## config.mk

```make
export PLATFORM = sky130hd
export DESIGN_NAME = fpwc_ram
export DESIGN_NICKNAME = d
export VERILOG_FILES = /design/src/hdl/fpwc_ram.sv
export SDC_FILE = /design/constraint.sdc
export NUM_CORES = 2
export LEC_CHECK = 0
export ABC_CLOCK_PERIOD_IN_PS = 8200
export CAP_MARGIN = 20
export CELL_PAD_IN_SITES_DETAIL_PLACEMENT = 1
export CELL_PAD_IN_SITES_GLOBAL_PLACEMENT = 1
export CORE_MARGIN = 8
export CORE_UTILIZATION = 40
export CTS_CLUSTER_DIAMETER = 150
export CTS_CLUSTER_SIZE = 14
export DETAILED_ROUTE_END_ITERATION = 10
export DONT_BUFFER_PORTS = 1
export GPL_TIMING_DRIVEN = 0
export MAX_ROUTING_LAYER = met4
export PLACE_DENSITY = 0.65
export SLEW_MARGIN = 20
export SYNTH_ARGS = -nofsm -noshare
export SYNTH_HDL_FRONTEND = slang
export SYNTH_SLANG_ARGS = --single-unit
export TNS_END_PERCENT = 30
```

## constraint.sdc

```tcl
create_clock -name aclk -period 8.2 [get_ports aclk]
set_input_delay 1.64 -clock aclk [delete_from_list [all_inputs] [get_ports aclk]]
set_output_delay 1.64 -clock aclk [all_outputs]
set_load 0.005 [all_outputs]
```

## src/hdl/fpwc_ram.sv

```systemverilog
// ============================================================================
// fpwc_ram: generic simple dual-port RAM
// One write port, one read port, read data registered.
// ============================================================================
module fpwc_ram #(
    parameter int WIDTH = 64,
    parameter int DEPTH = 64
) (
    input  logic                     aclk,
    input  logic                     we,
    input  logic [$clog2(DEPTH)-1:0] waddr,
    input  logic [WIDTH-1:0]         wdata,
    input  logic                     re,
    input  logic [$clog2(DEPTH)-1:0] raddr,
    output logic [WIDTH-1:0]         rdata
);

    logic [WIDTH-1:0] mem_reg [DEPTH];
    logic [WIDTH-1:0] rd_data_reg;

    always_ff @(posedge aclk) begin
        if (we) begin
            mem_reg[waddr] <= wdata;
        end
        if (re) begin
            rd_data_reg <= mem_reg[raddr];
        end
    end

    assign rdata = rd_data_reg;

endmodule

```

==> run_results.csv <==
group,metric,value,unit
floorplan,die-height,642,µm
setup_path,r2r_start,"mem_reg[63][39]",
sta,max_slew_margin,10.1,%
pwr,ir_drop,0.163,mV
route,dr.pass1.iters,6,
synth,synth_cell_types,32,
setup_path,worstReg2RegEnd,"rdata[39]",
floorplan,start_util,40.1,%
layout,drive_gt1_share,27.4,%
clock_tree,path_clk_slew,0.07,ns
floorplan,ios,143,
sta,setup-violations-final,0,
route,ant_nets,0,
setup_path,critical_path_class,"input port to flop",
floorplan,die_x,642,µm
place,place_ws,1.97,ns
floorplan,rows,230,
synth,synth_area_leaders,"edfxtp_1 80%, mux4_2 15%, mux2i_1 0.86%",
route,drt_iter0_drc,9896,
pwr,p_leak,54.3,nW
layout,final_util,45.5,%
sta,worst_slew_pin_slew,1.33,ns
setup_path,crit_arrival,5.87,ns
layout,final_cell_mix,"4160 x edfxtp_1, 1024 x mux4_2, 338 x clkbuf_16, 178 x buf_12, 171 x buf_2",
place,portBuffers,0,
synth,syn_area,157000,µm²
layout,fillers,34849,
clock_tree,cts_buffer_depth,4,
route,vias,75227,
grt,grt_pass1_wl,627,mm
route,routedWlPerCell,36.5,µm
place,dpl.hpwl,310,mm
pwr,power_density,225,nW/µm²
worst_hold_path,hp-class,"input port to flop",
pwr,finalPower,0.0401,W
sta,hold_violations,0,
route,drcViolationCount,0,
floorplan,die_area,413000,µm²
synth,synth-seq-cells,4160,
setup_path,end_kind,"flop",
sta,slew_viol_final,0,
route,vias_per_cell,6.03,
clock_tree,numCtsBuffers,335,
setup_path,worstPathRequired,8.81,ns
synth,ys_seq_area_share,79.6,%
layout,nets,7275,
clock_tree,cts_hold_buffers,0,
clock_tree,cts_root_buf,"clkbuf_16",
synth,synth_warnings,0,
sta,clock_skew,0.0618,ns
sta,setup_ws,2.93,ns
synth,yosysTopAreaCellShare,79.6,%
setup_path,crit_end,"rdata[6]",
clock_tree,postCtsSetupBuffers,0,
grt,antenna_found_initial,38,
setup_path,worstSetupStartpointType,"input port",
setup_path,worstSetupStartpoint,"raddr[2]",
sta,period_needed,5.27,ns
setup_path,r2r_cells,5,
sta,rsz0062_at_grt,"no",
grt,grtUsageTotal,22.1,%
floorplan,coreArea,392000,µm²
layout,final_common_cell,"edfxtp_1",
layout,largest_reg_flops,4096,
grt,overflow,0,
run,maxCapViolations,0,
grt,grt_pass1_vias,78015,
clock_tree,cts_tree,"done",
synth,synth_top_area_cell,"edfxtp_1",
clock_tree,htreeDepth,5,
status,outcome,"complete, no violations",
grt,grt_max_degree,65,
setup_path,r2r_slack,5.20,ns
sta,fmax,0.190,GHz
place,place.gp.congestion,0.824,
synth,syn_nets,6677,
clock_tree,clock_latency,0.97,ns
sta,fin_crit_sh,64.2,%
layout,area_growth,13.6,%
clock_tree,cts_sinks,4160,
route,postRouteWirelength,456,mm
synth,postSynthCellCount,6598,
synth,syn_avg_cell_area,23.8,µm²
clock_tree,post_cts_resized,0,
setup_path,crit_fanout,10,
==> per-layer routing <==
layer / global-route usage (%) / up-vias / part of all wire (%)
li1: - / 29479 / -
met1: 28.3 / 41451 / 39
met5: - / - / 0
met4: 7.74 / 0 / 4.1
met3: 3.78 / 703 / 8.2
met2: 35.9 / 3594 / 49
==> cells in the mapped netlist <==
| master | number |
|---|---|
| edfxtp_1 | 4160 |
| mux4_2 | 1024 |
| buf_2 | 170 |
| a22oi_1 | 168 |
| clkbuf_1 | 140 |
| mux2i_1 | 135 |
| nor2_1 | 112 |
| a22o_1 | 88 |
| o22ai_1 | 83 |
| and3_1 | 64 |
| a211oi_1 | 63 |
| nand2_1 | 58 |
| nand3_1 | 45 |
| o221ai_1 | 38 |
| buf_4 | 34 |
| or3_1 | 29 |
| nor2b_1 | 28 |
| or2_2 | 28 |
| a41oi_1 | 26 |
| buf_1 | 20 |
| a2bb2oi_1 | 19 |
| inv_1 | 19 |
| a31oi_1 | 18 |
| nand2b_1 | 11 |
| buf_6 | 6 |
| and2_1 | 3 |
| nand3b_1 | 2 |
| nand4_1 | 2 |
| nor3_1 | 2 |
| a31o_1 | 1 |
| nand4b_1 | 1 |
| or3b_2 | 1 |
==> cell families (layout without fill, tap and decap cells) <==
kind of cell | count (synthesis) | count (layout) | share of synthesized area (%)
flops | 4160 | 4160 | 79.6
compound gates | 504 | 504 | 2.47
buf+inv | 389 | 1012 | 1.18
simple gates | 386 | 386 | 1.23
mux | 1159 | 1159 | 15.6
other cells | 0 | 32 | 0
==> stage by stage <==
stage	TNS, ns	std cells	hold WS [ns]	cell area [µm²]
floorplan	0	6598	0.865	157000
global placement	-5700.32	11818	0.972	164000
detailed placement	0	12079	0.964	169000
CTS	0	12441	0.692	178000
global route	0	12462	0.740	178000
finish	0	12473	0.762	178000
==> worst min path at each step <==
stage | endpoint | from | slack (ns) | cells past startpoint
after global routing | mem_reg[12][30] | wdata[30] | 0.74 | 0
final | mem_reg[13][34] | wdata[34] | 0.76 | 0
after CTS | mem_reg[12][30] | wdata[30] | 0.69 | 0
after floorplan | rdata[61] | mem_reg[30][61] | 0.86 | 4
after detailed placement | rdata[30] | mem_reg[63][30] | 0.96 | 4
after global placement | rdata[30] | mem_reg[60][30] | 0.97 | 4
==> power by group <==
part | internal, W | switching [W]
Combinational | 0.000729 | 0.00119
Clock | 0.00734 | 0.00721
Sequential | 0.0236 | 0.0000609
==> worst max-delay path, cell delays in order <==
cell      delay (ns)
buf_2           0.28
buf_4           0.39
buf_2           0.52
buf_2           0.65
buf_4           0.37
mux2i_1         0.14
o22ai_1         0.61
a31oi_1         0.28
a211oi_1        0.94
==> area by class of cell <==
type	count	area [µm²]	share of cell area, %
Inverter	19	71.3	0.0400
Tap cell	5220	6530	3.66
Clock inverter	24	375	0.210
Sequential cell	4160	125000	70.1
Buffer	370	1790	1.00
Timing Repair Buffer	261	5280	2.96
Multi-Input combinational cell	2049	30800	17.3
Antenna cell	32	80.1	0.0449
Clock buffer	338	8460	4.74
(Power assumes the default switching activity.)
