==> src/hdl/fpwc_pkg.sv <==
// ============================================================================
// fpwc_pkg: shared types and codes of the flash page write combiner
// Command and operation codes, and the flush job handed from front to back.
// ============================================================================
package fpwc_pkg;

    // input commands (s_axis_tuser)
    localparam logic [1:0] CMD_DATA  = 2'd0;
    localparam logic [1:0] CMD_FLUSH = 2'd1;
    localparam logic [1:0] CMD_FAIL  = 2'd2;
    localparam logic [1:0] CMD_NONE  = 2'd3;

    // output operation kinds (m_axis_tuser)
    localparam logic [1:0] KIND_ERASE  = 2'd0;
    localparam logic [1:0] KIND_HEADER = 2'd1;
    localparam logic [1:0] KIND_BEAT   = 2'd2;

    // widest page fill (1024 bytes) plus one
    localparam int FILL_W = 11;

    // job queue depth: one entry per page bank
    localparam int QDEPTH = 2;

    // one page flush, fully classified by the front
    typedef struct packed {
        logic [31:0]       start;
        logic [FILL_W-1:0] fill;
        logic              erase;
        logic [31:0]       erase_addr;
        logic [31:0]       total;
        logic              last;
        logic              bank;
    } job_t;

    // back reports a drained bank
    typedef struct packed {
        logic valid;
        logic bank;
    } done_t;

endpackage

==> src/hdl/fpwc_queue.sv <==
// ============================================================================
// fpwc_queue: flush job queue
// Short FIFO between the front classifier and the back sequencer.
// ============================================================================
module fpwc_queue (
    input  logic              aclk,
    input  logic              aresetn,
    input  logic              push,
    input  fpwc_pkg::job_t    push_job,
    input  logic              pop,
    output fpwc_pkg::job_t    head,
    output logic              full,
    output logic              empty
);

    localparam int PTR_W = $clog2(fpwc_pkg::QDEPTH);
    localparam int CNT_W = $clog2(fpwc_pkg::QDEPTH + 1);

    fpwc_pkg::job_t    entry_reg [fpwc_pkg::QDEPTH];
    logic [PTR_W-1:0]  wr_ptr_reg, wr_ptr_next;
    logic [PTR_W-1:0]  rd_ptr_reg, rd_ptr_next;
    logic [CNT_W-1:0]  count_reg, count_next;

    // pointer and count update
    always_comb begin
        wr_ptr_next = wr_ptr_reg;
        rd_ptr_next = rd_ptr_reg;
        count_next  = count_reg;
        if (push) begin
            wr_ptr_next = (wr_ptr_reg == PTR_W'(fpwc_pkg::QDEPTH - 1)) ? '0 : wr_ptr_reg + 1'b1;
        end
        if (pop) begin
            rd_ptr_next = (rd_ptr_reg == PTR_W'(fpwc_pkg::QDEPTH - 1)) ? '0 : rd_ptr_reg + 1'b1;
        end
        if (push && !pop) begin
            count_next = count_reg + 1'b1;
        end else if (pop && !push) begin
            count_next = count_reg - 1'b1;
        end
    end

    always_ff @(posedge aclk) begin
        if (!aresetn) begin
            wr_ptr_reg <= '0;
            rd_ptr_reg <= '0;
            count_reg  <= '0;
        end else begin
            wr_ptr_reg <= wr_ptr_next;
            rd_ptr_reg <= rd_ptr_next;
            count_reg  <= count_next;
        end
    end

    // payload storage
    always_ff @(posedge aclk) begin
        if (push) begin
            entry_reg[wr_ptr_reg] <= push_job;
        end
    end

    assign head  = entry_reg[rd_ptr_reg];
    assign full  = (count_reg == CNT_W'(fpwc_pkg::QDEPTH));
    assign empty = (count_reg == '0);

endmodule

==> config.mk <==
export PLATFORM = sky130hd
export DESIGN_NAME = fpwc_queue
export DESIGN_NICKNAME = d
export VERILOG_FILES = /design/src/hdl/fpwc_pkg.sv /design/src/hdl/fpwc_queue.sv
export SDC_FILE = /design/constraint.sdc
export NUM_CORES = 1
export LEC_CHECK = 0
export BUFFER_PORTS_ARGS = -buffer_cell sky130_fd_sc_hd__buf_2
export CAP_MARGIN = 25
export CORE_MARGIN = 4
export CORE_UTILIZATION = 45
export DETAILED_ROUTE_END_ITERATION = 7
export GPL_ROUTABILITY_DRIVEN = 0
export GPL_TIMING_DRIVEN = 1
export PLACE_DENSITY = 0.71
export SYNTH_ARGS = -nofsm -noshare
export SYNTH_HDL_FRONTEND = slang
export SYNTH_SLANG_ARGS = --single-unit
export TNS_END_PERCENT = 20
==> constraint.sdc <==
create_clock -name aclk -period 14.15 [get_ports aclk]
set_clock_uncertainty 0.15 [all_clocks]
set_input_delay 1.415 -clock aclk [delete_from_list [all_inputs] [get_ports aclk]]
set_output_delay 1.415 -clock aclk [all_outputs]
set_load 0.005 [all_outputs]
==> flow_summary.yaml <==
global_route:
  grt.busiest_layer: "met2"
  grt_max_degree: 64
  grt_use_met1: 0.1709
  gr-total-overflow: 0
  antenna_found_initial: 2
  grtUsageMet3: 0.04789
  grt_use_total: 0.1431
  grt_pass1_wl_mm: 23.05
  met2_usage: 0.2460
  grt_pass1_vias: 4466
synth:
  synthCells: 364
  post-synth-top-area-cell: "edfxtp_1"
  synth-seq-cells: 225
  syn-num-nets: 479
  synth.distinct_cells: 18
  ys_warn_count: 0
  synth_area_leaders: "edfxtp_1 (81%), mux2_2 (15%), buf_6 (1.4%)"
  yosysSeqAreaShare: 0.8189
  synth_top_cell_area_share: 0.8067
  syn_avg_cell_area_sq_um: 22.50
  syn_area_sq_um: 8189
clocking:
  clk_latency_ps: 500
  cts_buffer_depth: 3
  cts_resized: 0
  cts_tree: "yes"
  hold_buffers: 0
  clkTransAtPathRegs_ps: 60
  clock-sinks: 225
  root_buffer: "clkbuf_16"
  numCtsBuffers: 23
  h-tree-depth: 1
  cts_setup_buffers: 0
worst_setup_path:
  worstSetupPathType: "reg -> out"
  r2r_slack_ps: 11780
  worstSetupEndpointType: "primary output"
  critPathRequiredTime_ps: 12590
  worstRegToRegCells: 2
  start_kind: "flop"
  cp.arrival_ps: 2610
  crit_path_cell_trace: "buf_4 -> mux2_2 -> buf_2"
  regToRegStartpoint: "wr_ptr_reg$_SDFFE_PN0P_"
  r2r_end: "entry_reg[1][65]$_DFFE_PP_"
  max_stage_delay_ps: 760
  cp_max_fo: 63
  cp-endpoint: "head[33]"
  slowest_stage: "dfxtp_4"
timing:
  period_minus_slack_ps: 4177
  rsz0062_at_grt: "no"
  hold_viol_final: 0
  maxSlewHeadroom: 0.4663
  tightest_slew_ps: 800.6
  finalSetupViolCount: 0
  fmaxAchievable_ghz: 0.2394
  finalMaxSlewViolations: 0
  final.period_utilization: 0.2952
  tns_ps: 0
drt:
  via_per_inst: 4.844
  drc: 0
  drt_iter0_drc: 153
  routedWlPerCell_um: 17.80
  dr.pass1.iters: 4
  ant_nets: 0
  dr_total_vias: 4127
  wirelength_mm: 15.16
finish:
  nNetsFinal: 721
  largest_register_ffs: 220
  n_antenna_cell: 0
  layout-drive-gt1-share: 0.6003
  fillCellCount: 1386
  area_growth_pct: 24.69
die:
  die_w_um: 142.9
  initial_utilization: 0.4574
  core_area_sq_um: 17900
  std_cell_rows: 49
  io_pins: 226
  fp.dieArea_sq_um: 20420
  die_y_um: 142.9
power:
  p_int_mw: 1.155
  p_comb_frac: 0.087
  p_clk_frac: 0.376
  p_sw_frac: 0.2085
  pwr-share-seq: 0.537
  power_density_nw_per_um2: 142.9
  peakVddDrop_v: 0.0001060
  power.total_mw: 1.459
  p_leak_nw: 3.821
  power.switching_mw: 0.3042
flow_run:
  drv_cap: 0
status:
  outcome: "finished, final reports clean"
placement:
  hpwl_mm: 10.10
  port_buffers: 225
worst_hold_path:
  hp-class: "reg -> reg"
## cell type report
type	count	area, sq um	area share
Sequential cell	225	6710	0.6572
Multi-Input combinational cell	126	1364	0.1336
Timing Repair Buffer	229	1156	0.1132
Clock buffer	27	590.6	0.05784
Tap cell	229	286.5	0.02806
Clock inverter	15	100.1	0.009803
Inverter	1	3.754	0.0003676
## cell usage after synthesis
cell	number
dfxtp_1	5
ha_1	1
o21a_1	1
buf_2	1
nor2b_1	2
or3_1	1
a21boi_1	1
mux2_2	110
edfxtp_1	220
xnor2_1	1
buf_4	1
buf_6	10
and2b_2	1
and2_1	4
nor2_1	1
xor2_1	2
inv_1	1
o21ai_0	1
## layout by cell type, fill, tap and decap left out, types with 2 or more instances in the layout
master / n
buf_2: 225
edfxtp_1: 220
mux2_2: 110
clkbuf_16: 23
clkinv_1: 7
clkinv_2: 4
clkbuf_1: 4
dfxtp_1: 4
buf_4: 4
and2_1: 3
xor2_1: 2
clkinvlp_4: 2
## routing by layer
layer / vias up / share of wire
met3: 35 / 0.083
met1: 2005 / 0.38
met4: 4 / 0.033
met5: - / 0.0018
met2: 157 / 0.51
li1: 1926 / -
## critical path: cells and delay by family, from the launching register on
kind,cells,cell delay [ps]
buf+inv,2,900
flops,1,760
mux,1,420
## power groups by stage
stage               logic, mW  registers (mW)  clock network (mW)
floorplan              0.0744           0.794                   0
global placement        0.127           0.796                   0
detailed placement      0.130           0.798                   0
CTS                     0.131           0.784               0.566
global route            0.140           0.787               0.597
finish                  0.127           0.784               0.548
## kinds of logic after synthesis
logic type / share of synthesized area
flip-flops: 0.8189
XOR/XNOR: 0.003209
AO/OA/AOI/OAI: 0.002445
multiplexers: 0.1513
AND/OR/NAND/NOR: 0.006875
adder cells (fa/ha/maj): 0.001528
buffers and inverters: 0.01574
## worst min path at each step
| stage | from | end | slack (ps) | depth (start not counted) |
|---|---|---|---|---|
| after floorplan | count_reg[1]$_SDFFE_PN0P_ | count_reg[1]$_SDFFE_PN0P_ | 320 | 2 |
| after global placement | count_reg[1]$_SDFFE_PN0P_ | count_reg[1]$_SDFFE_PN0P_ | 330 | 2 |
| after detailed placement | count_reg[1]$_SDFFE_PN0P_ | count_reg[1]$_SDFFE_PN0P_ | 340 | 2 |
| after CTS | count_reg[1]$_SDFFE_PN0P_ | count_reg[1]$_SDFFE_PN0P_ | 350 | 2 |
| after global routing | count_reg[1]$_SDFFE_PN0P_ | count_reg[1]$_SDFFE_PN0P_ | 400 | 2 |
| final | count_reg[1]$_SDFFE_PN0P_ | count_reg[1]$_SDFFE_PN0P_ | 360 | 2 |
## metrics by stage
step,hold WS (ps),cell area [sq um],std cells,setup WS [ps],utilization
after global routing,401.9,10210,852,9786,0.5704
final,358.8,10210,852,9973,0.5704
after CTS,354.1,10210,852,9868,0.5704
after detailed placement,337.3,9520,810,10430,0.5318
after global placement,328.3,9520,810,10450,0.5318
after floorplan,316.2,8189,364,7181,-
Note: power is estimated with default switching activity, not from simulation.
