[src/hdl/fpwc_pkg.sv]
// ============================================================================
// fpwc_pkg: shared types and codes of the flash page write combiner
// Command and operation codes, and the flush job handed from front to back.
// ============================================================================
package fpwc_pkg;

    // input commands (s_axis_tuser)
    localparam logic [1:0] CMD_DATA  = 2'd0;
    localparam logic [1:0] CMD_FLUSH = 2'd1;
    localparam logic [1:0] CMD_FAIL  = 2'd2;
    localparam logic [1:0] CMD_NONE  = 2'd3;

    // output operation kinds (m_axis_tuser)
    localparam logic [1:0] KIND_ERASE  = 2'd0;
    localparam logic [1:0] KIND_HEADER = 2'd1;
    localparam logic [1:0] KIND_BEAT   = 2'd2;

    // widest page fill (1024 bytes) plus one
    localparam int FILL_W = 11;

    // job queue depth: one entry per page bank
    localparam int QDEPTH = 2;

    // one page flush, fully classified by the front
    typedef struct packed {
        logic [31:0]       start;
        logic [FILL_W-1:0] fill;
        logic              erase;
        logic [31:0]       erase_addr;
        logic [31:0]       total;
        logic              last;
        logic              bank;
    } job_t;

    // back reports a drained bank
    typedef struct packed {
        logic valid;
        logic bank;
    } done_t;

endpackage

[src/hdl/fpwc_back.sv]
// ============================================================================
// fpwc_back: flush sequencer
// Pops flush jobs and emits erase, program header and data beats, reading
// the page bank one beat per cycle, unless the output stalls, into a registered output stage.
// ============================================================================
module fpwc_back #(
    parameter int PAGE_BYTES = 256,
    parameter int BEAT_BYTES = 8
) (
    input  logic                   aclk,
    input  logic                   aresetn,
    // job queue
    input  fpwc_pkg::job_t         q_head,
    input  logic                   q_empty,
    output logic                   q_pop,
    // page buffer read port
    output logic                   ram_re,
    output logic [$clog2(2 * (((PAGE_BYTES + BEAT_BYTES - 1) / BEAT_BYTES) > 1 ?
                  (1 << $clog2((PAGE_BYTES + BEAT_BYTES - 1) / BEAT_BYTES)) : 2))-1:0]
                                   ram_raddr,
    input  logic [8*BEAT_BYTES-1:0] ram_rdata,
    // drained bank
    output fpwc_pkg::done_t        done,
    // result stream
    output logic                   m_axis_tvalid,
    input  logic                   m_axis_tready,
    output logic [143:0]           m_axis_tdata,  // flash_address[31:0], beat_data[95:32],
                                                  // byte_count[104:96], bytes_total[136:105]
    output logic [1:0]             m_axis_tuser,  // op_kind[1:0]
    output logic                   m_axis_tlast
);

    localparam int WORDS  = (PAGE_BYTES + BEAT_BYTES - 1) / BEAT_BYTES;
    localparam int WORD_W = (WORDS > 1) ? $clog2(WORDS) : 1;
    localparam int FILL_W = fpwc_pkg::FILL_W;
    localparam logic [FILL_W-1:0] BEAT_CNT = FILL_W'(BEAT_BYTES);

    localparam logic [1:0] ST_IDLE  = 2'd0;
    localparam logic [1:0] ST_ERASE = 2'd1;
    localparam logic [1:0] ST_HEAD  = 2'd2;
    localparam logic [1:0] ST_BEAT  = 2'd3;

    logic [1:0]        state_reg, state_next;
    fpwc_pkg::job_t    job_reg, job_next;
    logic [FILL_W-1:0] rem_reg, rem_next;
    logic [31:0]       addr_reg, addr_next;
    logic [WORD_W-1:0] word_reg, word_next;

    logic              valid_reg, valid_next;
    logic [1:0]        kind_reg, kind_next;
    logic [31:0]       faddr_reg, faddr_next;
    logic [63:0]       beat_reg, beat_next;
    logic [8:0]        cnt_reg, cnt_next;
    logic [31:0]       total_reg, total_next;
    logic              last_reg, last_next;

    logic              out_free;
    logic [FILL_W-1:0] beat_cnt;
    logic [63:0]       beat_masked;

    assign out_free = !valid_reg || m_axis_tready;
    assign beat_cnt = (rem_reg > BEAT_CNT) ? BEAT_CNT : rem_reg;

    // keep only the valid bytes of the beat
    always_comb begin
        beat_masked = '0;
        for (int j = 0; j < BEAT_BYTES; j++) begin
            if (FILL_W'(j) < beat_cnt) begin
                beat_masked[8*j +: 8] = ram_rdata[8*j +: 8];
            end
        end
    end

    // sequencer
    always_comb begin
        state_next = state_reg;
        job_next   = job_reg;
        rem_next   = rem_reg;
        addr_next  = addr_reg;
        word_next  = word_reg;
        valid_next = valid_reg && !m_axis_tready;
        kind_next  = kind_reg;
        faddr_next = faddr_reg;
        beat_next  = beat_reg;
        cnt_next   = cnt_reg;
        total_next = total_reg;
        last_next  = last_reg;
        q_pop      = 1'b0;
        ram_re     = 1'b0;
        ram_raddr  = {job_reg.bank, word_reg};
        done.valid = 1'b0;
        done.bank  = job_reg.bank;
        case (state_reg)
            ST_IDLE: begin
                if (!q_empty) begin
                    q_pop      = 1'b1;
                    job_next   = q_head;
                    rem_next   = q_head.fill;
                    addr_next  = q_head.start;
                    word_next  = '0;
                    state_next = q_head.erase ? ST_ERASE : ST_HEAD;
                end
            end
            ST_ERASE: begin
                if (out_free) begin
                    valid_next = 1'b1;
                    kind_next  = fpwc_pkg::KIND_ERASE;
                    faddr_next = job_reg.erase_addr;
                    beat_next  = '0;
                    cnt_next   = '0;
                    total_next = job_reg.total;
                    last_next  = 1'b0;
                    state_next = ST_HEAD;
                end
            end
            ST_HEAD: begin
                if (out_free) begin
                    valid_next = 1'b1;
                    kind_next  = fpwc_pkg::KIND_HEADER;
                    faddr_next = job_reg.start;
                    beat_next  = '0;
                    cnt_next   = job_reg.fill[8:0];
                    total_next = job_reg.total;
                    last_next  = 1'b0;
                    ram_re     = 1'b1;
                    state_next = ST_BEAT;
                end
            end
            ST_BEAT: begin
                if (out_free) begin
                    valid_next = 1'b1;
                    kind_next  = fpwc_pkg::KIND_BEAT;
                    faddr_next = addr_reg;
                    beat_next  = beat_masked;
                    cnt_next   = beat_cnt[8:0];
                    total_next = job_reg.total;
                    if (rem_reg <= BEAT_CNT) begin
                        last_next  = job_reg.last;
                        done.valid = 1'b1;
                        state_next = ST_IDLE;
                    end else begin
                        last_next  = 1'b0;
                        rem_next   = rem_reg - BEAT_CNT;
                        addr_next  = addr_reg + 32'(BEAT_BYTES);
                        word_next  = word_reg + 1'b1;
                        ram_re     = 1'b1;
                        ram_raddr  = {job_reg.bank, word_reg + 1'b1};
                    end
                end
            end
            default: begin
                state_next = ST_IDLE;
            end
        endcase
    end

    always_ff @(posedge aclk) begin
        if (!aresetn) begin
            state_reg <= ST_IDLE;
            valid_reg <= 1'b0;
        end else begin
            state_reg <= state_next;
            valid_reg <= valid_next;
        end
    end

    // job context and output payload
    always_ff @(posedge aclk) begin
        job_reg   <= job_next;
        rem_reg   <= rem_next;
        addr_reg  <= addr_next;
        word_reg  <= word_next;
        kind_reg  <= kind_next;
        faddr_reg <= faddr_next;
        beat_reg  <= beat_next;
        cnt_reg   <= cnt_next;
        total_reg <= total_next;
        last_reg  <= last_next;
    end

    assign m_axis_tvalid = valid_reg;
    assign m_axis_tdata  = {7'b0, total_reg, cnt_reg, beat_reg, faddr_reg};
    assign m_axis_tuser  = kind_reg;
    assign m_axis_tlast  = last_reg;

endmodule

[config.mk]
export PLATFORM = sky130hd
export DESIGN_NAME = fpwc_back
export DESIGN_NICKNAME = d
export VERILOG_FILES = /design/src/hdl/fpwc_pkg.sv /design/src/hdl/fpwc_back.sv
export SDC_FILE = /design/constraint.sdc
export NUM_CORES = 1
export LEC_CHECK = 0
export BUFFER_PORTS_ARGS = -buffer_cell sky130_fd_sc_hd__buf_2
export CORE_UTILIZATION = 35
export DETAILED_ROUTE_END_ITERATION = 10
export GPL_ROUTABILITY_DRIVEN = 1
export PLACE_DENSITY_LB_ADDON = 0.08
export SETUP_SLACK_MARGIN = 0.15
export SLEW_MARGIN = 10
export SYNTH_ARGS = -nofsm -noshare
export SYNTH_HDL_FRONTEND = slang
export SYNTH_SLANG_ARGS = --single-unit
[constraint.sdc]
create_clock -name aclk -period 6.8 [get_ports aclk]
set_input_delay 0.34 -clock aclk [delete_from_list [all_inputs] [get_ports aclk]]
set_output_delay 0.34 -clock aclk [all_outputs]
set_load 0.005 [all_outputs]
==> summary.md <==
| Metric | Value |
|---|---|
| Fmax | `0.286 GHz` |
| Synth Register Bits | `298` |
| CTS Root Cell | `clkbuf_16` |
| Total Power | `7.10 mW` |
| HP Class | `in -> reg` |
| Critical path arrival | `3.16 ns` |
| DRT Pass-1 Iters | `5` |
| Largest net degree at the start of global routing | `82` |
| Synth unique cells | `51` |
| Maximum Capacitance Violations | `0` |
| Final setup viols | `0` |
| Number of fill cells in the layout | `2981` |
| CTS tree | `yes` |
| HPWL Detailed | `18800 um` |
| Status | `finished clean` |
| Period minus WS final | `3.50 ns` |
| Initial antenna violation count | `4` |
| Row Count | `66` |
| Avg Inst Size Synth | `15.4 sq um` |
| All-layer global routing usage | `15.7%` |
| Die width | `185 um` |
| GRT overflow | `0` |
| Cell count after synthesis | `761` |
| Startpoint Class | `register` |
| Starting density of the core | `35.9%` |
| Final wirelength | `28100 um` |
| First-pass GRT wire length | `40800 um` |
| Sum Neg Setup Slack | `0 ns` |
| Clk_lat worst skew | `0.51 ns` |
| Final hold vios | `0` |
| Async set-reset flop share out of synthesis | `0%` |
| Multi-input logic area | `2670 sq um` |
| Seq/Total Area, Yosys | `75.9%` |
| Area Growth Syn to Fin | `32.7%` |
| Final Wtd Congestion | `0.748` |
| Register area | `8920 sq um` |
| Peak supply drop | `193 uV` |
| Die area | `34300 sq um` |
| Postcts setup bufs | `0` |
| Max-slew violation count | `0` |
| Final instance area | `15600 sq um` |
| Vias per cell | `4.60` |
| Num CTS Buffers | `35` |
| Clock transition at path regs | `0.06 ns` |
| Clock Skew | `0.0202 ns` |
| Crit path launch | `state_reg[0]$_SDFFE_PN0P_` |
| Relative slew slack | `38.4%` |
| Vias in the first global route | `7233` |
| Placed insts | `1505` |
| Leakage | `6.18 nW` |
| IO Port Bufs | `328` |
| Crit end category | `output pin` |
| Post-route ant nets | `0` |
| Hold path start | `q_head[13]` |
| Top_reg_cell synth | `edfxtp_1` |
| Crit Path Class | `reg -> out` |
| H-tree lvl count | `2` |
| Crit-path max FO | `81` |
| R2R Setup Slk | `3.93 ns` |
| Die Y | `185 um` |
| Share of layout cells above drive strength 1 | `34.2%` |
| Fin crit share | `51.5%` |
| PwrDens | `455 nW/um^2` |
| DRC Markers | `0` |
| Io pins | `336` |
| Routed wire per std cell | `17.3 um` |
| Synth warnings | `0` |
| Final Non-Filler Cells | `1623` |
| Max FFs per register | `106` |
| Post-Syn Area | `11800 sq um` |
| Critical path required time | `6.46 ns` |
| Clock sinks | `298` |
| Clk buf depth | `3` |
| Tightest Pin Transition | `0.922 ns` |
| R2R Path Start | `state_reg[0]$_SDFFE_PN0P_` |
| Core ar. | `32800 sq um` |
| Post-synth EDFFs | `295` |
| RSZ-0062 raised after global routing | `no` |
| Final layout net count | `1342` |
| DR iter-0 viols | `392` |
| Vias | `7458` |
| Placed inst area | `13900 sq um` |
## final cells by class
type                       instances  share of cell area (%)
antenna                            2                  0.0321
clock buffer                      42                    6.06
multi-input combinational        418                    17.1
timing repair buffer             392                    14.6
sequential                       298                    57.2
clock inverter                    18                    1.22
tap                              442                    3.54
inverter                          11                   0.265
## cell usage in the layout, fill, tap and decap left out, types with 7 or more instances in the layout
cell             n
a21boi_0         7
a21oi_1         20
a22oi_1         31
and2_1          76
buf_2          328
buf_4            7
clkbuf_16       37
clkinv_1         8
conb_1           7
dlygate4sd3_1   56
edfxtp_1       295
inv_1           11
mux2i_1         21
nand2_1         79
nand3_1         13
nand4_1         13
nor2_1          33
nor2b_1         13
xnor2_1         10
xor2_1          14
## power by group
| group | switching, mW | internal (mW) | total, mW | leakage [nW] |
|---|---|---|---|---|
| Clock | 0.718 | 1.14 | 1.86 | 0.551 |
| Combinational | 1.17 | 0.664 | 1.83 | 2.76 |
| Sequential | 0.325 | 3.08 | 3.41 | 2.87 |
| Total | 2.21 | 4.89 | 7.10 | 6.18 |
## worst paths after layout
| check | to | cells after the start |
|---|---|---|
| max | done[1] | 5 |
| min | job_reg[13]$_DFFE_PP_ | 1 |
| max reg2reg | cnt_reg[8]$_DFFE_PP_ | 6 |
| min reg2reg | total_reg[21]$_DFFE_PP_ | 0 |
## synth_stat cells, types with 8 or more instances
library cell / n / area, sq um
nor2_1: 36 / 135
a21oi_1: 21 / 105
inv_1: 11 / 41.3
edfxtp_1: 295 / 8860
a22oi_1: 31 / 233
xor2_1: 14 / 123
nor2b_1: 14 / 87.6
and2_1: 76 / 475
clkbuf_1: 22 / 82.6
nand3_1: 13 / 65.1
a21boi_0: 8 / 60.1
ha_1: 8 / 100
buf_4: 9 / 67.6
mux2i_1: 21 / 210
nand2_1: 79 / 297
xnor2_1: 10 / 87.6
nand4_1: 13 / 81.3
## worst max-delay path, stage by stage (launching register included)
cell     delay, ns
dfxtp_1       0.42
ha_4          0.76
buf_4         0.54
nor3b_2       0.55
and2_1        0.19
buf_2         0.12
## routing by layer
| metal | up-vias | part of all wire [%] | wire length [um] | GRT usage, % |
|---|---|---|---|---|
| met2 | 237 | 46 | 13000 | 24.8 |
| li1 | 3631 | - | - | - |
| met3 | 56 | 6.5 | 1820 | 3.62 |
| met5 | - | 0.14 | 39 | 0 |
| met1 | 3528 | 44 | 12400 | 21.2 |
| met4 | 6 | 3.0 | 841 | 5.75 |
## logic make-up (layout without fill, tap and decap cells)
logic type | after synthesis | after routing | share of synthesized area (%)
simple gates | 266 | 266 | 12.0
other cells | 1 | 9 | 0.0319
fa+ha+maj | 8 | 8 | 0.851
mux | 24 | 24 | 2.08
xor+xnor | 24 | 24 | 1.79
compound gates | 89 | 89 | 5.36
flops | 298 | 298 | 75.9
buf+inv | 51 | 463 | 2.08
## through the flow
stage | hold WS (ns) | setup slack [ns] | utilization [%]
5_1_grt | 0.0000389 | 3.02 | 47.6
3_3_place_gp | 0.401 | 3.76 | 42.4
6_report | 0.0227 | 3.30 | 47.6
4_1_cts | 0.000638 | 3.22 | 47.6
3_5_place_dp | 0.405 | 3.75 | 42.4
2_1_floorplan | 0.400 | 0.564 | -
## timing repair
action / 4_1_cts / 5_1_grt
hold buffers: 56 / 0
endpoints found under the hold margin: 56 / 0
setup endpoints to repair: 0 / 0
gates resized for setup: 0 / 0
No activity file was read; power rests on OpenSTA's default activity.
