===== src/hdl/fpwc_pkg.sv =====
// ============================================================================
// fpwc_pkg: shared types and codes of the flash page write combiner
// Command and operation codes, and the flush job handed from front to back.
// ============================================================================
package fpwc_pkg;

    // input commands (s_axis_tuser)
    localparam logic [1:0] CMD_DATA  = 2'd0;
    localparam logic [1:0] CMD_FLUSH = 2'd1;
    localparam logic [1:0] CMD_FAIL  = 2'd2;
    localparam logic [1:0] CMD_NONE  = 2'd3;

    // output operation kinds (m_axis_tuser)
    localparam logic [1:0] KIND_ERASE  = 2'd0;
    localparam logic [1:0] KIND_HEADER = 2'd1;
    localparam logic [1:0] KIND_BEAT   = 2'd2;

    // widest page fill (1024 bytes) plus one
    localparam int FILL_W = 11;

    // job queue depth: one entry per page bank
    localparam int QDEPTH = 2;

    // one page flush, fully classified by the front
    typedef struct packed {
        logic [31:0]       start;
        logic [FILL_W-1:0] fill;
        logic              erase;
        logic [31:0]       erase_addr;
        logic [31:0]       total;
        logic              last;
        logic              bank;
    } job_t;

    // back reports a drained bank
    typedef struct packed {
        logic valid;
        logic bank;
    } done_t;

endpackage


===== src/hdl/fpwc_front.sv =====
// ============================================================================
// fpwc_front: input classifier and page collector
// Accepts commands, writes bytes into a double-banked page buffer, decides
// page closes, sector erases and running totals, and queues flush jobs.
// ============================================================================
module fpwc_front #(
    parameter int PAGE_BYTES   = 256,
    parameter int SECTOR_BYTES = 4096,
    parameter int BEAT_BYTES   = 8
) (
    input  logic                   aclk,
    input  logic                   aresetn,
    // input stream
    input  logic                   s_axis_tvalid,
    output logic                   s_axis_tready,
    input  logic [39:0]            s_axis_tdata,
    input  logic [1:0]             s_axis_tuser,
    // page buffer write port
    output logic                   ram_we,
    output logic [$clog2(2 * (((PAGE_BYTES + BEAT_BYTES - 1) / BEAT_BYTES) > 1 ?
                  (1 << $clog2((PAGE_BYTES + BEAT_BYTES - 1) / BEAT_BYTES)) : 2))-1:0]
                                   ram_waddr,
    output logic [8*BEAT_BYTES-1:0] ram_wdata,
    // job queue
    output logic                   q_push,
    output fpwc_pkg::job_t         q_job,
    input  logic                   q_full,
    // drained bank from the back
    input  fpwc_pkg::done_t        done
);

    localparam int WORDS   = (PAGE_BYTES + BEAT_BYTES - 1) / BEAT_BYTES;
    localparam int WORD_W  = (WORDS > 1) ? $clog2(WORDS) : 1;
    localparam int FW      = $clog2(PAGE_BYTES + 1);
    localparam int BP_W    = (BEAT_BYTES > 1) ? $clog2(BEAT_BYTES) : 1;
    localparam int ACC_W   = 8 * BEAT_BYTES;
    localparam logic [31:0] PAGE_MASK   = 32'(PAGE_BYTES - 1);
    localparam logic [31:0] SECTOR_MASK = ~32'(SECTOR_BYTES - 1);

    logic [31:0]      start_reg, start_next;
    logic [FW-1:0]    fill_reg, fill_next;
    logic             bank_reg, bank_next;
    logic [1:0]       busy_reg, busy_next;
    logic [BP_W-1:0]  bpos_reg, bpos_next;
    logic [WORD_W-1:0] word_reg, word_next;
    logic [ACC_W-1:0] acc_reg, acc_next;
    logic [31:0]      esec_reg, esec_next;
    logic             evalid_reg, evalid_next;
    logic             sticky_reg, sticky_next;
    logic [31:0]      count_reg, count_next;

    logic [1:0]       cmd;
    logic [31:0]      addr;
    logic [7:0]       byte_in;
    logic             contig;
    logic [31:0]      start_eff;
    logic [FW-1:0]    new_fill;
    logic             close;
    logic             alone_close;
    logic [ACC_W-1:0] acc_new;
    logic             do_flush;
    logic             do_write;
    logic [31:0]      jstart;
    logic [FW-1:0]    jfill;
    logic             jlast;
    logic [31:0]      jsector;
    logic             jerase;
    logic [1:0]       done_mask;
    logic [1:0]       push_mask;

    assign cmd     = s_axis_tuser;
    assign addr    = s_axis_tdata[31:0];
    assign byte_in = s_axis_tdata[39:32];

    // classification of the offered item
    always_comb begin
        contig      = (addr == start_reg + 32'(fill_reg));
        start_eff   = (fill_reg == '0) ? addr : start_reg;
        new_fill    = fill_reg + 1'b1;
        close       = (((start_eff + 32'(new_fill)) & PAGE_MASK) == '0) ||
                      (new_fill >= FW'(PAGE_BYTES));
        alone_close = (((addr + 32'd1) & PAGE_MASK) == '0);
        acc_new     = ((bpos_reg == '0) ? '0 : acc_reg) |
                      (ACC_W'(byte_in) << {bpos_reg, 3'b000});
    end

    // accept and action decision
    always_comb begin
        s_axis_tready = 1'b0;
        do_flush      = 1'b0;
        do_write      = 1'b0;
        jstart        = start_reg;
        jfill         = fill_reg;
        jlast         = 1'b1;
        sticky_next   = sticky_reg;
        if (sticky_reg || cmd == fpwc_pkg::CMD_FAIL || cmd == fpwc_pkg::CMD_NONE) begin
            s_axis_tready = 1'b1;
            if (s_axis_tvalid && cmd == fpwc_pkg::CMD_FAIL) begin
                sticky_next = 1'b1;
            end
        end else if (cmd == fpwc_pkg::CMD_FLUSH) begin
            s_axis_tready = (fill_reg == '0) || !q_full;
            do_flush      = s_axis_tvalid && (fill_reg != '0) && !q_full;
        end else if (fill_reg != '0 && !contig) begin
            // close the old run first; the byte is taken on a later cycle
            do_flush = s_axis_tvalid && !q_full;
            jlast    = !alone_close;
        end else begin
            s_axis_tready = !busy_reg[bank_reg] && (!close || !q_full);
            do_write      = s_axis_tvalid && s_axis_tready;
            if (do_write && close) begin
                do_flush = 1'b1;
                jstart   = start_eff;
                jfill    = new_fill;
            end
        end
    end

    // flush job contents
    always_comb begin
        jsector          = jstart & SECTOR_MASK;
        jerase           = !evalid_reg || (jsector != esec_reg);
        q_job.start      = jstart;
        q_job.fill       = fpwc_pkg::FILL_W'(jfill);
        q_job.erase      = jerase;
        q_job.erase_addr = jsector;
        q_job.total      = count_reg + 32'(jfill);
        q_job.last       = jlast;
        q_job.bank       = bank_reg;
    end

    assign q_push    = do_flush;
    assign ram_we    = do_write;
    assign ram_waddr = {bank_reg, word_reg};
    assign ram_wdata = acc_new;

    // state update
    always_comb begin
        start_next  = start_reg;
        fill_next   = fill_reg;
        bank_next   = bank_reg;
        bpos_next   = bpos_reg;
        word_next   = word_reg;
        acc_next    = acc_reg;
        esec_next   = esec_reg;
        evalid_next = evalid_reg;
        count_next  = count_reg;
        done_mask   = done.valid ? (2'b01 << done.bank) : 2'b00;
        push_mask   = do_flush ? (2'b01 << bank_reg) : 2'b00;
        busy_next   = (busy_reg & ~done_mask) | push_mask;
        if (do_write) begin
            acc_next = acc_new;
        end
        if (do_flush) begin
            start_next  = jstart + 32'(jfill);
            fill_next   = '0;
            bank_next   = !bank_reg;
            bpos_next   = '0;
            word_next   = '0;
            count_next  = q_job.total;
            esec_next   = jsector;
            evalid_next = 1'b1;
        end else if (do_write) begin
            start_next = start_eff;
            fill_next  = new_fill;
            if (bpos_reg == BP_W'(BEAT_BYTES - 1)) begin
                bpos_next = '0;
                word_next = word_reg + 1'b1;
            end else begin
                bpos_next = bpos_reg + 1'b1;
            end
        end
    end

    always_ff @(posedge aclk) begin
        if (!aresetn) begin
            start_reg  <= '0;
            fill_reg   <= '0;
            bank_reg   <= 1'b0;
            busy_reg   <= '0;
            bpos_reg   <= '0;
            word_reg   <= '0;
            esec_reg   <= '0;
            evalid_reg <= 1'b0;
            sticky_reg <= 1'b0;
            count_reg  <= '0;
        end else begin
            start_reg  <= start_next;
            fill_reg   <= fill_next;
            bank_reg   <= bank_next;
            busy_reg   <= busy_next;
            bpos_reg   <= bpos_next;
            word_reg   <= word_next;
            esec_reg   <= esec_next;
            evalid_reg <= evalid_next;
            sticky_reg <= sticky_next;
            count_reg  <= count_next;
        end
    end

    // beat accumulator is payload only
    always_ff @(posedge aclk) begin
        acc_reg <= acc_next;
    end

`ifndef SYNTH
    // a job is never pushed into a full queue
    a_push_room: assert property (@(posedge aclk) disable iff (!aresetn)
        q_push |-> !q_full)
        else $error("flush job pushed into full queue");

    // bytes never land in a bank still being drained
    a_write_free_bank: assert property (@(posedge aclk) disable iff (!aresetn)
        ram_we |-> !busy_reg[bank_reg])
        else $error("page write into busy bank");

    // every flush job carries data
    a_job_nonempty: assert property (@(posedge aclk) disable iff (!aresetn)
        q_push |-> (q_job.fill != '0))
        else $error("empty flush job queued");

    // the back only releases banks that were handed to it
    a_done_busy: assert property (@(posedge aclk) disable iff (!aresetn)
        done.valid |-> busy_reg[done.bank])
        else $error("bank released while not busy");
`endif

endmodule


===== config.mk =====
export PLATFORM = sky130hd
export DESIGN_NAME = fpwc_front
export DESIGN_NICKNAME = d
export VERILOG_FILES = /design/src/hdl/fpwc_pkg.sv /design/src/hdl/fpwc_front.sv
export SDC_FILE = /design/constraint.sdc
export NUM_CORES = 1
export LEC_CHECK = 0
export BUFFER_PORTS_ARGS = -buffer_cell sky130_fd_sc_hd__buf_2
export CAP_MARGIN = 20
export CORE_AREA = 2 2 261 199
export DETAILED_ROUTE_END_ITERATION = 7
export DIE_AREA = 0 0 263 201
export SETUP_SLACK_MARGIN = 0.4
export SYNTH_ARGS = -nofsm -noshare
export SYNTH_HDL_FRONTEND = slang
export SYNTH_SLANG_ARGS = --single-unit

===== constraint.sdc =====
create_clock -name aclk -period 11.7 [get_ports aclk]
set_input_delay 0.585 -clock aclk [delete_from_list [all_inputs] [get_ports aclk]]
set_output_delay 0.585 -clock aclk [all_outputs]
set_load 0.005 [all_outputs]

==> reports/qor.csv <==
metric;value;unit
Post-CTS Resized;0;
Achievable Freq;0.102;GHz
Synth Area in Compound Gates;18.5;%
final slew viol count;0;
ys flop type;dfxtp_1;
switching power;0.463;mW
# fillers;5408;
GPL Wtd Cong;0.927;
Crit Path Category;flip-flop to output pin;
grt ovf;0;
Die Y-Extent;201;um
clk buf depth;2;
clk_skew;0.0112;ns
post-synthesis xor/xnor area fraction;10.3;%
worst hold start;s_axis_tvalid;
Post-synth EDFFs;64;
Layout area overhead;15.3;%
worst skew pair latency;0.48;ns
Comb power frac;17.6;%
clk slew on worst S/H paths;0.07;ns
max reg flops;64;
hold buffer count at cts;0;
Vias/cell;5.22;
Top cell by count, worst path;o21ai_0;
number of global-route vias before repair;10900;
Total GRT Usage;16.2;%
Num CTS Buffers;17;
Adder-Cell Fraction of Synth Area;4.57;%
unrepaired setup endpoints after global routing;false;
PwrDens;106;nW/um^2
CP max-delay cell;nor2_2;
drt wl/cell;19.2;um
die area;52900;um^2
Sw Ratio;30.5;%
worst vdd ir;0.0000933;V
Yosys warning total;0;
slowest cell delay on critical path;0.73;ns
largest family of logic cells by synthesized area;simple AND/OR/NAND/NOR gates;
Clk pwr share;38.5;%
root buffer cell;clkbuf_16;
status;finished, final reports clean;
Worst EP arrival;9.25;ns
DR DRC count;0;
Unique masters post-synth;100;
max_slew headroom;35.6;%
DRT Wirelength;43600;um
Seq/Total Area, Yosys;32.5;%
DP HPWL;32700;um
Reg area;4040;um^2
Worst Path Max Fanout;26;
Port Buffers;216;
Worst setup EP type;output pin;
Routed Antenna Nets;0;
CORE AREA;50600;um^2
Startpoint Class;flip-flop;
detailed router's first-iteration violation count;1222;
crit-path leading delay family;compound AO/OA/AOI/OAI gates;
Tmin final;9.84;ns
share of cells above drive strength 1;20.6;%
HP Class;input pin to flip-flop;
Synth Area in Simple Gates;20.6;%
TritonCTS sink count;170;
Starting Density;24.6;%
fin util;28.3;%
Die Wd;263;um
Critical path buffers and inverters;5;
setup TNS;0;ns
area of the multi-input gates;7480;um^2
Critical Path Source;fill_reg[0];
Syn Inst Count;1470;
Mapped Avg Cell Area;8.46;um^2
Reg2Reg Launch Point;fill_reg[0];
post-synthesis register bit count;170;
worst-margin pin slew;0.959;ns
Req. time, crit path;11.12;ns
final setup fails;0;
Cell Rows;72;
P_leak;5.90;nW
Final Hold Vio Count;0;
first-pass detailed-route iteration total;5;
Setup Fix Bufs, Post-CTS;0;
# H-tree levels;4;
first-pass GRT wire length;66100;um
Final Cycle Share;84.1;%
vias;11900;
Synth async-reset ratio;0;%
Int Power;1.05;mW
Layout Nets;1686;
Syn Std Cell Area;12400;um^2
mux cell area share after synthesis;5.84;%
max cap viols;0;
largest net degree at the start of global routing;81;
I/O pins;231;
initial antenna violation count;6;
CTS tree;yes;
Reg power frac;43.9;%
stage by stage:
step	instance area, um^2	hold WS (ns)	power (mW)	setup slack [ns]	instances
CTS	14300	0.348	1.52	1.40	2270
floorplan	12500	0.441	0.844	3.42	1483
detailed placement	13700	0.459	0.936	2.02	2239
global route	14300	0.393	1.57	1.20	2275
global placement	13700	0.447	0.932	2.35	2238
finish	14300	0.388	1.52	1.86	2277
power groups by stage:
stage | combinational (mW) | sequential [mW] | clock [mW]
4_1_cts | 0.261 | 0.664 | 0.599
3_5_place_dp | 0.260 | 0.677 | 0
2_1_floorplan | 0.184 | 0.661 | 0
5_1_grt | 0.287 | 0.668 | 0.617
6_report | 0.266 | 0.665 | 0.584
3_3_place_gp | 0.256 | 0.676 | 0
cell type report:
cell class,count,share of cell area [%]
inverter,53,1.39
tap,666,5.81
clock inverter,13,1.02
multi-input combinational,1124,52.2
antenna,3,0.0524
sequential,170,28.2
clock buffer,18,2.99
timing repair buffer,230,8.29
cells in the mapped netlist, types with 39 or more instances:
| library cell | count | area (um^2) |
|---|---|---|
| buf_4 | 40 | 300 |
| nand3_1 | 47 | 235 |
| mux2i_1 | 44 | 440 |
| nor2_1 | 149 | 559 |
| nand4_1 | 41 | 257 |
| xor2_1 | 59 | 517 |
| edfxtp_1 | 64 | 1920 |
| a21oi_1 | 107 | 536 |
| clkbuf_1 | 59 | 221 |
| o21ai_0 | 48 | 240 |
| nand2_1 | 128 | 480 |
| ha_1 | 39 | 488 |
| dfxtp_1 | 106 | 2120 |
| xnor2_1 | 85 | 744 |
| inv_1 | 51 | 191 |
worst min-delay path: cells and delay by family:
family / cells / cell delay (ns)
compound gates: 1 / 0.07
simple gates: 1 / 0.08
buf+inv: 1 / 0.10
cells by family (layout without fill, tap and decap cells):
kind of cell | Yosys count | count (layout)
buffers and inverters | 189 | 314
and+or+nand+nor | 519 | 519
DFF | 170 | 170
other | 1 | 17
xor gates and xnor gates | 145 | 145
AOI/OAI and AO/OA | 333 | 333
muxes | 69 | 69
adders and majority gates | 44 | 44
layer usage:
layer,share of wire (%),track usage [%],up-vias
met5,0.030,0,-
met4,2.5,6.18,2
met3,9.5,4.78,68
met2,41,22.2,549
met1,47,23.4,5751
li1,-,-,5506
cells in the final DEF (no fill, tap or decap), drive strengths merged, types with 25 or more instances in the layout:
master / n
buf: 226
nor2: 152
nand2: 129
a21oi: 107
dfxtp: 106
xnor2: 86
edfxtp: 64
xor2: 59
inv: 55
o21ai: 54
nand3: 48
mux2i: 44
nand4: 41
ha: 39
nor3: 36
a22o: 33
mux2: 25
worst paths after layout:
kind | slack [ns] | to | cells after the start
worst max register to register | 2.92 | count_reg[28] | 32
worst min-delay path | 0.39 | sticky_reg | 3
worst min register to register | 0.47 | count_reg[6] | 2
worst max-delay path | 1.86 | q_job[32] | 32
Power figures use the tool's default switching activity.
